<file path="src/hdl/imhq_pkg.sv">
// imhq_pkg: shared constants, codes and types for the indexed min-heap queue
// used by imhq_kcmp and indexed_min_heap_queue_top; no dependencies

package imhq_pkg;

  // default sizes
  localparam int DefCapacity    = 128;
  localparam int DefHandleCount = 256;
  localparam int DefKeyWidth    = 32;

  // fixed port field widths
  localparam int OpW     = 2;
  localparam int HandleW = 8;
  localparam int KeyInW  = 32;
  localparam int StatusW = 2;
  localparam int CountW  = 8;

  // operation codes
  localparam logic [OpW-1:0] OP_INSERT = 2'd0;
  localparam logic [OpW-1:0] OP_REMOVE = 2'd1;
  localparam logic [OpW-1:0] OP_POP    = 2'd2;
  localparam logic [OpW-1:0] OP_CLEAR  = 2'd3;

  // status codes
  localparam logic [StatusW-1:0] ST_OK      = 2'd0;
  localparam logic [StatusW-1:0] ST_FULL    = 2'd1;
  localparam logic [StatusW-1:0] ST_ABSENT  = 2'd2;
  localparam logic [StatusW-1:0] ST_PRESENT = 2'd3;

  // key compare result
  typedef struct packed {
    logic lt;
    logic gt;
  } cmp_t;

endpackage

</file>
<file path="src/hdl/imhq_kcmp.sv">
// imhq_kcmp: shared unsigned key comparator used by every sift step
// depends on imhq_pkg (cmp_t)

module imhq_kcmp #(
  parameter int KEY_WIDTH = imhq_pkg::DefKeyWidth
) (
  input  logic [KEY_WIDTH-1:0] a,
  input  logic [KEY_WIDTH-1:0] b,
  output imhq_pkg::cmp_t       res
);

  // one magnitude compare, both senses
  always_comb begin
    res.lt = (a < b);
    res.gt = (a > b);
  end

endmodule

</file>
<file path="config.mk">
export PLATFORM = sky130hd
export DESIGN_NAME = imhq_kcmp
export DESIGN_NICKNAME = d
export VERILOG_FILES = /design/src/hdl/imhq_pkg.sv /design/src/hdl/imhq_kcmp.sv
export SDC_FILE = /design/constraint.sdc
export NUM_CORES = 1
export LEC_CHECK = 0
export ABC_AREA = 1
export BUFFER_PORTS_ARGS = -buffer_cell sky130_fd_sc_hd__buf_2
export CAP_MARGIN = 20
export CORE_MARGIN = 3
export CORE_UTILIZATION = 39
export DETAILED_ROUTE_END_ITERATION = 12
export PLACE_DENSITY = 0.86
export SLEW_MARGIN = 5
export SYNTH_ARGS = -nofsm -noshare
export SYNTH_HDL_FRONTEND = slang
export SYNTH_SLANG_ARGS = --single-unit
</file>
<file path="constraint.sdc">
create_clock -name vclk -period 1.1
set_clock_uncertainty 0.2 [all_clocks]
set_input_delay 0.055 -clock vclk [all_inputs]
set_output_delay 0.055 -clock vclk [all_outputs]
set_load 0.01 [all_outputs]
</file>
==> results of run 1 <==
[kinds of logic after synthesis]
kind of cell / Yosys count / synth area share (%)
AOI/OAI and AO/OA: 20 / 12.37
buffers and inverters: 38 / 16.40
adders and majority gates: 32 / 46.04
and+or+nand+nor: 50 / 25.18
[critical path: stages]
cell and delay (ps):
sky130_fd_sc_hd__buf_2 110, sky130_fd_sc_hd__ha_1 320, sky130_fd_sc_hd__nand3_1 80, sky130_fd_sc_hd__nand3b_1 210, sky130_fd_sc_hd__buf_4 160, sky130_fd_sc_hd__nor3_2 120
sky130_fd_sc_hd__a21oi_2 40, sky130_fd_sc_hd__buf_2 140
[through the flow]
step | cell area (um^2) | power (mW) | std cells | utilization, %
finish | 1734 | 0.6977 | 236 | 84.93
global route | 1734 | 0.7696 | 236 | 84.93
CTS | 1556 | 0.5695 | 236 | 76.23
detailed placement | 1441 | 0.5046 | 235 | 70.59
global placement | 1441 | 0.4743 | 235 | 70.59
floorplan | 1062 | 0.2903 | 140 | -
[cells in the final DEF, fill, tap and decap left out]
master,count
sky130_fd_sc_hd__a21oi_2,11
sky130_fd_sc_hd__buf_2,54
sky130_fd_sc_hd__buf_6,11
sky130_fd_sc_hd__inv_1,22
sky130_fd_sc_hd__nand3_2,1
sky130_fd_sc_hd__a21oi_1,4
sky130_fd_sc_hd__inv_12,1
sky130_fd_sc_hd__nor2_2,3
sky130_fd_sc_hd__nand4_1,1
sky130_fd_sc_hd__o21ai_1,1
sky130_fd_sc_hd__a21o_1,1
sky130_fd_sc_hd__nand3b_1,1
sky130_fd_sc_hd__nand2_1,18
sky130_fd_sc_hd__nand3_1,3
sky130_fd_sc_hd__nand2_4,3
sky130_fd_sc_hd__ha_1,11
sky130_fd_sc_hd__nor2_1,4
sky130_fd_sc_hd__inv_2,12
sky130_fd_sc_hd__o21ai_2,1
sky130_fd_sc_hd__inv_4,3
sky130_fd_sc_hd__nor2_4,2
sky130_fd_sc_hd__ha_2,1
sky130_fd_sc_hd__nor3_2,1
sky130_fd_sc_hd__nor3_4,1
sky130_fd_sc_hd__ha_4,20
sky130_fd_sc_hd__nand2_2,11
sky130_fd_sc_hd__and2_4,1
sky130_fd_sc_hd__o21a_1,2
sky130_fd_sc_hd__buf_4,3
sky130_fd_sc_hd__buf_8,1
[per-layer routing]
metal	global-route usage, %	routed length [um]
met3	0.8451	162
met4	4.255	53
met1	17.06	1002
met5	0	0
met2	39.18	1839
[what timing repair did]
| item | CTS | global route |
|---|---|---|
| setup endpoints to repair | 2 | 2 |
| gates cloned | 0 | 0 |
| pin swaps | 16 | 24 |
| resized for setup | 24 | 38 |
| hold endpoints to repair | 0 | 0 |
| setup buffers | 1 | 0 |
[final cells by class]
| type | instances | area [um^2] |
|---|---|---|
| fillers | 140 | 307.8 |
| repair buffers | 69 | 431.7 |
| well taps | 27 | 33.78 |
| multi-input cells | 102 | 1106 |
| inverters | 38 | 162.7 |
[worst max-delay path by stage]
stage,start,to,cells past startpoint
after global routing,b[4],res[0],12
after CTS,b[10],res[1],10
after floorplan,b[10],res[0],8
final,a[18],res[0],8
after global placement,b[10],res[1],10
after detailed placement,b[10],res[1],10
[power by group]
part           internal [mW]  switching [mW]  total, mW
Clock                      0               0          0
Combinational          0.372           0.325      0.698
Sequential                 0               0          0
==> summary.log, run 1 <==
INFO  critical_path  critical_path.startpoint_type=primary input
INFO  placement      numPortBuffers=66
INFO  status         violations_in_the_final_reports=setup timing
INFO  synth          synthCells=140
INFO  timing         timing.final.hold_violations=0
INFO  synth          synth.net_count=236
INFO  floorplan      top_level_ports=66
INFO  final_layout   layout.clock_buffers=0
INFO  global_routing grt_first_pass_wirelength=3960um
INFO  power          power_density=402.3nW/um^2
INFO  critical_path  worst_setup_path_end_kind=output port
INFO  timing         hold-worst-slack=602.1ps
INFO  timing         timing.fmax=671.6MHz
INFO  hold_path      holdCritStartpoint=a[31]
INFO  final_layout   flow.area_growth_from_synthesis=99.42%
INFO  power          leakage=0.9068nW
INFO  hold_path      worstHoldEndpoint=res[0]
INFO  drt            drt_iter0_markers=12
INFO  timing         worst-slew-pin-transition=151.5ps
INFO  synth          synth.top_cells.by_count=38 x sky130_fd_sc_hd__inv_1, 32 x sky130_fd_sc_hd__ha_1, 31 x sky130_fd_sc_hd__nand2_1
INFO  critical_path  critPathKind=in2out
INFO  timing         setup_tns=-757.3ps
INFO  floorplan      floorplan.die.width=53.22um
INFO  placement      final_replace_weighted_congestion=0.7278
INFO  final_layout   finish.net_count=307
INFO  global_routing grt_pass1_vias=1112
INFO  flow_run       timing.max_cap.violations=0
INFO  drt            routed-via-count=1121
INFO  final_layout   seq_cells=0
INFO  global_routing globalRoute.totalOverflow=0
INFO  final_layout   num_antenna_cells=0
INFO  timing         max-slew-margin-rel=89.87%
INFO  hold_path      worstHoldPathCells=8
INFO  timing         finalCriticalPeriod=1489ps
INFO  synth          synth_top_cell_area_share=46.04%
INFO  critical_path  critPathMaxFanout=2
INFO  synth          synth_cell_types=17
INFO  floorplan      area_of_the_die=2832um^2
INFO  drt            wl_per_cell=12.96um
INFO  floorplan      floorplan.die.height=53.22um
INFO  timing         portion_of_the_clock_cycle_consumed_by_the_worst_path_in_the_final_layout=135.4%
INFO  floorplan      effective_utilization_at_floorplan=42.59%
INFO  timing         timing.final.max_slew_violations=0
INFO  clock_tree     count_of_hold_buffers_inserted_by_post_cts_repair=0
INFO  synth          netlist_area=869.6um^2
INFO  final_layout   seq_area=0um^2
INFO  drt            detail_route.first_pass.iterations=5
INFO  placement      hpwlAfterDp=2242um
INFO  synth          synth.largest_area_cell=sky130_fd_sc_hd__ha_1
INFO  power          peakVddDrop=0.0002647V
INFO  critical_path  critPathRequiredTime=840ps
INFO  global_routing overall_routing_resource_usage=17.85%
INFO  timing         final.setup.worst_slack=-389.0ps
INFO  synth          synth_seq_area_share=0%
INFO  drt            post_drt_via_cell_ratio=4.750
INFO  synth          synth.top_cells.by_area=sky130_fd_sc_hd__ha_1 46%, sky130_fd_sc_hd__inv_1 16%, sky130_fd_sc_hd__nand2_1 13%
INFO  floorplan      core_region_area=2042um^2
INFO  synth          yosys_warnings=0
INFO  drt            total_length_of_routed_wires=3058um
INFO  global_routing maximum_number_of_pins_on_one_net_before_global_route_repair=4
INFO  hold_path      hold_path_class=in2out
INFO  drt            ant_nets=0
INFO  drt            post-route-drc-count=0
INFO  timing         finalSetupViolCount=2
INFO  synth          syn_area_per_cell=6.211um^2
INFO  status         run_status=finished with violations
INFO  global_routing grt_antenna_before_repair=0
INFO  timing         grt_setup_unrepaired=yes
INFO  placement      dp_worst_setup_slack=-489.7ps
INFO  floorplan      core.rowCount=16
INFO  synth          synthMostInstantiatedCell=sky130_fd_sc_hd__inv_1
INFO  final_layout   final_layout_size_suffix_gt1_share=67.46%
INFO  critical_path  timing.critical_path.arrival=1230ps
Power figures use the tool's default switching activity.
==> run 2: changes to the inputs <==
- REMOVE_ABC_BUFFERS: default -> 1
- SLEW_MARGIN: 5 -> 20
==> summary.log, run 2 (synthesis gave the netlist of run 1 again) <==
INFO  status         run_status=finished with violations [unchanged]
INFO  status         violations_in_the_final_reports=setup timing [unchanged]
INFO  floorplan      top_level_ports=66 [unchanged]
INFO  final_layout   num_antenna_cells=0 [unchanged]
INFO  critical_path  critPathMaxFanout=2 [unchanged]
INFO  global_routing globalRoute.totalOverflow=0 [unchanged]
INFO  global_routing overall_routing_resource_usage=14.40% [was 17.85%]
INFO  critical_path  timing.critical_path.arrival=1290ps [was 1230 ps]
INFO  final_layout   most-common-layout-cells=55 x sky130_fd_sc_hd__buf_2, 24 x sky130_fd_sc_hd__inv_1, 22 x sky130_fd_sc_hd__nand2_1, 21 x sky130_fd_sc_hd__ha_4, 12 x sky130_fd_sc_hd__inv_2 [was 54 x sky130_fd_sc_hd__buf_2, 22 x sky130_fd_sc_hd__inv_1, 20 x sky130_fd_sc_hd__ha_4, 18 x sky130_fd_sc_hd__nand2_1, 12 x sky130_fd_sc_hd__inv_2]
INFO  timing         portion_of_the_clock_cycle_consumed_by_the_worst_path_in_the_final_layout=140.1% [was 135.4%]
INFO  floorplan      core.rowCount=16 [unchanged]
INFO  global_routing grt_antenna_before_repair=0 [unchanged]
INFO  power          leakage=0.8906nW [was 0.9068 nW]
INFO  final_layout   design_area=1674um^2 [was 1734 um^2]
INFO  final_layout   seq_area=0um^2 [unchanged]
INFO  power          power=0.6630mW [was 0.6977 mW]
INFO  final_layout   filler_cell_count=141 [was 140]
INFO  final_layout   flow.area_growth_from_synthesis=92.52% [was 99.42%]
INFO  placement      numPortBuffers=66 [unchanged]
INFO  timing         timing.final.hold_violations=0 [unchanged]
INFO  power          power.internal=0.3491mW [was 0.3724 mW]
INFO  final_layout   final_layout_size_suffix_gt1_share=60.87% [was 67.46%]
INFO  critical_path  critical_path.startpoint_type=primary input [unchanged]
INFO  global_routing grt_first_pass_wirelength=3222um [was 3960 um]
INFO  placement      post-place-cells=234 [was 235]
INFO  floorplan      floorplan.die.height=53.22um [unchanged]
INFO  drt            post-route-drc-count=0 [unchanged]
INFO  floorplan      floorplan.die.width=53.22um [unchanged]
INFO  power          power_density=396.0nW/um^2 [was 402.3 nW/um^2]
INFO  timing         timing.fmax=648.9MHz [was 671.6 MHz]
INFO  placement      hpwlAfterDp=1849um [was 2242 um]
INFO  timing         final.setup.worst_slack=-441.1ps [was -389.0 ps]
INFO  drt            drt_iter0_markers=4 [was 12]
INFO  power          power.share.sequential=0% [about the same]
INFO  placement      placement.cell_area=1241um^2 [was 1441 um^2]
INFO  floorplan      area_of_the_die=2832um^2 [unchanged]
INFO  drt            post_drt_via_cell_ratio=4.850 [was 4.750]
INFO  drt            routed-via-count=1135 [was 1121]
INFO  final_layout   layout.clock_buffers=0 [unchanged]
INFO  global_routing grt_pass1_vias=892 [was 1112]
INFO  timing         grt_setup_unrepaired=yes [unchanged]
INFO  drt            ant_nets=0 [unchanged]
INFO  timing         finalCriticalPeriod=1541ps [was 1489 ps]
INFO  placement      final_replace_weighted_congestion=0.6615 [was 0.7278]
INFO  floorplan      effective_utilization_at_floorplan=42.59% [unchanged]
INFO  final_layout   finalNonFillerCells=234 [was 236]
INFO  flow_run       timing.max_cap.violations=0 [unchanged]
INFO  placement      dp_worst_setup_slack=-390.5ps [was -489.7 ps]
INFO  floorplan      core_region_area=2042um^2 [unchanged]
INFO  power          share_comb_of_total_power=100.0% [about the same]
INFO  final_layout   most_frequent_standard_cell_in_the_layout_excluding_fill_and_tap_cells=sky130_fd_sc_hd__buf_2 [unchanged]
INFO  timing         max-slew-margin-rel=88.71% [was 89.87%]
INFO  drt            detail_route.first_pass.iterations=4 [was 5]
INFO  global_routing maximum_number_of_pins_on_one_net_before_global_route_repair=4 [unchanged]
INFO  final_layout   seq_cells=0 [unchanged]
INFO  timing         finalSetupViolCount=2 [unchanged]
INFO  final_layout   finish.net_count=305 [was 307]
INFO  clock_tree     count_of_hold_buffers_inserted_by_post_cts_repair=0 [unchanged]
INFO  power          pwr-share-clk=0% [about the same]
INFO  power          peakVddDrop=0.0002271V [was 0.0002647 V]
INFO  timing         timing.final.max_slew_violations=0 [unchanged]
INFO  drt            wl_per_cell=13.34um [was 12.96 um]
INFO  final_layout   area_occupied_by_multi_input_gates=1082um^2 [was 1106 um^2]
INFO  critical_path  critPathKind=in2out [unchanged]
INFO  drt            total_length_of_routed_wires=3122um [was 3058 um]
INFO  power          p_sw=0.3139mW [was 0.3253 mW]
INFO  critical_path  critPathRequiredTime=840ps [about the same]
INFO  timing         worst-slew-pin-transition=169.3ps [was 151.5 ps]
INFO  critical_path  worst_setup_path_end_kind=output port [unchanged]
INFO  hold_path      hold_path_class=in2out [unchanged]
INFO  power          swShare=47.35% [was 46.63%]
[run 2: area by class of cell]
class	count	share of cell area, %
inverters	38	8.819
multi-input cells	102	64.65
repair buffers	67	24.51
well taps	27	2.018
[run 2: path summary, 6_finish.rpt]
kind / start / endpoint / slack [ps] / cells past startpoint
setup / recovery: b[29] / res[1] / -440 / 9
hold / removal: a[16] / res[0] / 560 / 6
[run 2: critical path, stage by stage]
cell	delay, ps
sky130_fd_sc_hd__buf_2	100
sky130_fd_sc_hd__inv_1	100
sky130_fd_sc_hd__ha_4	220
sky130_fd_sc_hd__a21oi_1	170
sky130_fd_sc_hd__o21a_1	140
sky130_fd_sc_hd__nand2_1	90
sky130_fd_sc_hd__a21oi_2	140
sky130_fd_sc_hd__and2_1	140
sky130_fd_sc_hd__buf_2	140
[run 2: per-stage QoR]
step                      setup TNS [ps]  utilization [%]  hold WS, ps
after floorplan                   -252.3                -        343.1
after global placement            -716.4            60.78        555.4
after detailed placement          -767.6            60.78        559.4
after CTS                         -730.0            65.81        560.0
after global routing              -940.6            81.99        623.0
final                             -828.1            81.99        559.8
[run 2: per-layer routing]
metal,track usage [%],up-vias,wire length (um)
li1,-,580,-
met1,16.17,495,1082
met2,29.80,50,1739
met3,1.408,10,230
met4,0,0,69
met5,0,-,0
[run 2: power by group through the flow]
stage	sequential [mW]	combinational, mW	clock [mW]
after detailed placement	0	0.404	0
final	0	0.663	0
after floorplan	0	0.239	0
after global routing	0	0.737	0
after CTS	0	0.445	0
after global placement	0	0.396	0
[run 2: repair_timing]
action / 4_1_cts / 5_1_grt
setup buffers: 0 / 0
pin swaps: 8 / 30
cloned: 0 / 0
endpoints found under the setup margin: 2 / 2
hold endpoints to repair: 0 / 0
resized for setup: 17 / 58
==> run 3: changes to the inputs <==
- ABC_AREA: 1 -> default
- CORE_UTILIZATION: 39 -> 38
==> summary.log, run 3 <==
INFO  floorplan      effective_utilization_at_floorplan=40.81% [was 42.59%]
INFO  timing         finalCriticalPeriod=1752ps [was 1541 ps]
INFO  final_layout   seq_area=0um^2 [unchanged]
INFO  floorplan      floorplan.die.height=52.37um [was 53.22 um]
INFO  flow_run       timing.max_cap.violations=0 [unchanged]
INFO  final_layout   most_frequent_standard_cell_in_the_layout_excluding_fill_and_tap_cells=sky130_fd_sc_hd__buf_2 [unchanged]
INFO  timing         portion_of_the_clock_cycle_consumed_by_the_worst_path_in_the_final_layout=159.2% [was 140.1%]
INFO  global_routing globalRoute.totalOverflow=0 [unchanged]
INFO  global_routing grt_use_met3=1.994% [was 1.408%]
INFO  timing         max-slew-margin-rel=80.62% [was 88.71%]
INFO  placement      final_replace_weighted_congestion=0.7477 [was 0.6615]
INFO  synth          yosys_warnings=0 [unchanged]
INFO  critical_path  timing.critical_path.arrival=1500ps [was 1290 ps]
INFO  drt            detail_route.first_pass.iterations=4 [unchanged]
INFO  final_layout   design_area=1488um^2 [was 1674 um^2]
INFO  timing         worst-slew-pin-transition=289.5ps [was 169.3 ps]
INFO  final_layout   final_layout_size_suffix_gt1_share=55.38% [was 60.87%]
INFO  drt            total_length_of_routed_wires=2713um [was 3122 um]
INFO  floorplan      area_of_the_die=2743um^2 [was 2832 um^2]
INFO  drt            ant_nets=0 [unchanged]
INFO  power          power_density=358.3nW/um^2 [was 396.0 nW/um^2]
INFO  timing         timing.final.hold_violations=0 [unchanged]
INFO  final_layout   fin_util=74.31% [was 81.99%]
INFO  status         violations_in_the_final_reports=setup timing [unchanged]
INFO  drt            post_drt_via_cell_ratio=5.014 [was 4.850]
INFO  timing         finalSetupViolCount=2 [unchanged]
INFO  critical_path  critical_path.startpoint_type=primary input [unchanged]
INFO  synth          syn_area_per_cell=7.167um^2 [was 6.211 um^2]
INFO  status         run_status=finished with violations [unchanged]
INFO  final_layout   most-common-layout-cells=57 x sky130_fd_sc_hd__buf_2, 21 x sky130_fd_sc_hd__inv_1, 20 x sky130_fd_sc_hd__ha_1, 12 x sky130_fd_sc_hd__ha_4, 9 x sky130_fd_sc_hd__a21oi_1 [was 55 x sky130_fd_sc_hd__buf_2, 24 x sky130_fd_sc_hd__inv_1, 22 x sky130_fd_sc_hd__nand2_1, 21 x sky130_fd_sc_hd__ha_4, 12 x sky130_fd_sc_hd__inv_2]
INFO  hold_path      hold_path_class=in2out [unchanged]
INFO  timing         timing.final.max_slew_violations=0 [unchanged]
INFO  floorplan      top_level_ports=66 [unchanged]
INFO  placement      numPortBuffers=66 [unchanged]
INFO  synth          synthCells=114 [was 140]
INFO  final_layout   flow.area_growth_from_synthesis=82.08% [was 92.52%]
INFO  global_routing overall_routing_resource_usage=18.35% [was 14.40%]
INFO  floorplan      floorplan.die.width=52.37um [was 53.22 um]
INFO  global_routing grt.busiest_layer=met2 [unchanged]
INFO  final_layout   layout.clock_buffers=0 [unchanged]
INFO  synth          synth_top_cell_area_share=49.00% [was 46.04%]
INFO  floorplan      core_region_area=2002um^2 [was 2042 um^2]
INFO  final_layout   filler_cell_count=147 [was 141]
INFO  drt            post-route-drc-count=0 [unchanged]
INFO  drt            routed-via-count=1068 [was 1135]
INFO  global_routing grt_first_pass_wirelength=4050um [was 3222 um]
INFO  critical_path  critPathKind=in2out [unchanged]
INFO  power          leakage=0.8025nW [was 0.8906 nW]
INFO  final_layout   seq_cells=0 [unchanged]
INFO  critical_path  worst_setup_path_end_kind=output port [unchanged]
INFO  power          power=0.5330mW [was 0.6630 mW]
INFO  global_routing grt_pass1_vias=1106 [was 892]
INFO  critical_path  critPathRequiredTime=840ps [about the same]
INFO  floorplan      core.rowCount=16 [unchanged]
INFO  final_layout   finish.net_count=284 [was 305]
INFO  synth          synth_seq_area_share=0% [unchanged]
INFO  power          peakVddDrop=0.0002371V [was 0.0002271 V]
INFO  timing         grt_setup_unrepaired=yes [unchanged]
INFO  synth          synth.top_cells.by_area=sky130_fd_sc_hd__ha_1 49%, sky130_fd_sc_hd__inv_1 15%, sky130_fd_sc_hd__a21oi_1 7.4% [was sky130_fd_sc_hd__ha_1 46%, sky130_fd_sc_hd__inv_1 16%, sky130_fd_sc_hd__nand2_1 13%]
INFO  placement      hpwlAfterDp=2124um [was 1849 um]
INFO  synth          netlist_area=817.0um^2 [was 869.6 um^2]
INFO  timing         final.setup.worst_slack=-651.6ps [was -441.1 ps]
INFO  global_routing global_route.usage.met2=40.50% [was 29.80%]
INFO  global_routing maximum_number_of_pins_on_one_net_before_global_route_repair=5 [was 4]
INFO  global_routing grt_antenna_before_repair=0 [unchanged]
INFO  synth          synth.top_cells.by_count=32 x sky130_fd_sc_hd__ha_1, 32 x sky130_fd_sc_hd__inv_1, 12 x sky130_fd_sc_hd__a21oi_1 [was 38 x sky130_fd_sc_hd__inv_1, 32 x sky130_fd_sc_hd__ha_1, 31 x sky130_fd_sc_hd__nand2_1]
INFO  timing         timing.fmax=570.9MHz [was 648.9 MHz]
INFO  clock_tree     count_of_hold_buffers_inserted_by_post_cts_repair=0 [unchanged]
INFO  drt            drt_iter0_markers=4 [unchanged]
INFO  final_layout   num_antenna_cells=0 [unchanged]
INFO  drt            wl_per_cell=12.74um [was 13.34 um]
INFO  synth          synth.largest_area_cell=sky130_fd_sc_hd__ha_1 [unchanged]
INFO  placement      placement.cell_area=1211um^2 [was 1241 um^2]
INFO  critical_path  critPathMaxFanout=3 [was 2]
INFO  global_routing globalRouteMet1Util=17.34% [was 16.17%]
INFO  synth          synth_cell_types=22 [was 17]
-- run 3: repair_timing --
item,in CTS,in global routing
pin swaps,11,14
setup buffers,1,1
gates resized for setup,21,24
hold endpoints to repair,0,0
endpoints found under the setup margin,2,2
-- run 3: through the flow --
step / cells / TNS [ps] / hold slack [ps] / setup WS [ps]
6_report: 213 / -1275 / 532.0 / -651.6
5_1_grt: 213 / -1473 / 566.4 / -762.7
4_1_cts: 212 / -1251 / 548.2 / -640.0
3_5_place_dp: 211 / -1591 / 564.7 / -811.1
3_3_place_gp: 211 / -1385 / 545.1 / -712.9
2_1_floorplan: 114 / -944.7 / 341.5 / -503.6
-- run 3: power by group --
part | switching, mW | internal (mW)
clock | 0 | 0
sequential | 0 | 0
combinational | 0.240 | 0.293
total | 0.240 | 0.293
-- run 3: logic make-up (layout without fill, tap and decap cells) --
| logic type | count (synthesis) | after routing | synth area share, % |
|---|---|---|---|
| fa+ha+maj | 32 | 32 | 49.00 |
| compound gates | 24 | 24 | 18.68 |
| simple gates | 26 | 26 | 17.61 |
| buf+inv | 32 | 104 | 14.70 |
-- run 3: worst paths after layout --
| check | slack, ps | endpoint | cells after the start | startpoint |
|---|---|---|---|---|
| setup / recovery | -650 | res[0] | 10 | b[14] |
| hold / removal | 530 | res[1] | 6 | a[15] |
-- run 3: area by class of cell --
class	instances	area (um^2)	area share [%]
multi-input cells	82	888.4	59.71
repair buffers	72	435.4	29.27
inverters	32	130.1	8.747
well taps	27	33.78	2.271
-- run 3: worst max-delay path, cell delays in order --
cell	delay [ps]
sky130_fd_sc_hd__buf_8	70
sky130_fd_sc_hd__inv_4	30
sky130_fd_sc_hd__ha_4	270
sky130_fd_sc_hd__nand4_1	120
sky130_fd_sc_hd__buf_4	180
sky130_fd_sc_hd__buf_4	130
sky130_fd_sc_hd__nor4_1	280
sky130_fd_sc_hd__and2_1	170
sky130_fd_sc_hd__a21oi_1	40
sky130_fd_sc_hd__buf_2	150
-- run 3: layer usage --
layer	part of all wire (%)	vias up
li1	-	549
met1	36	465
met2	54	48
met3	8.0	6
met4	1.3	0
met5	0	-
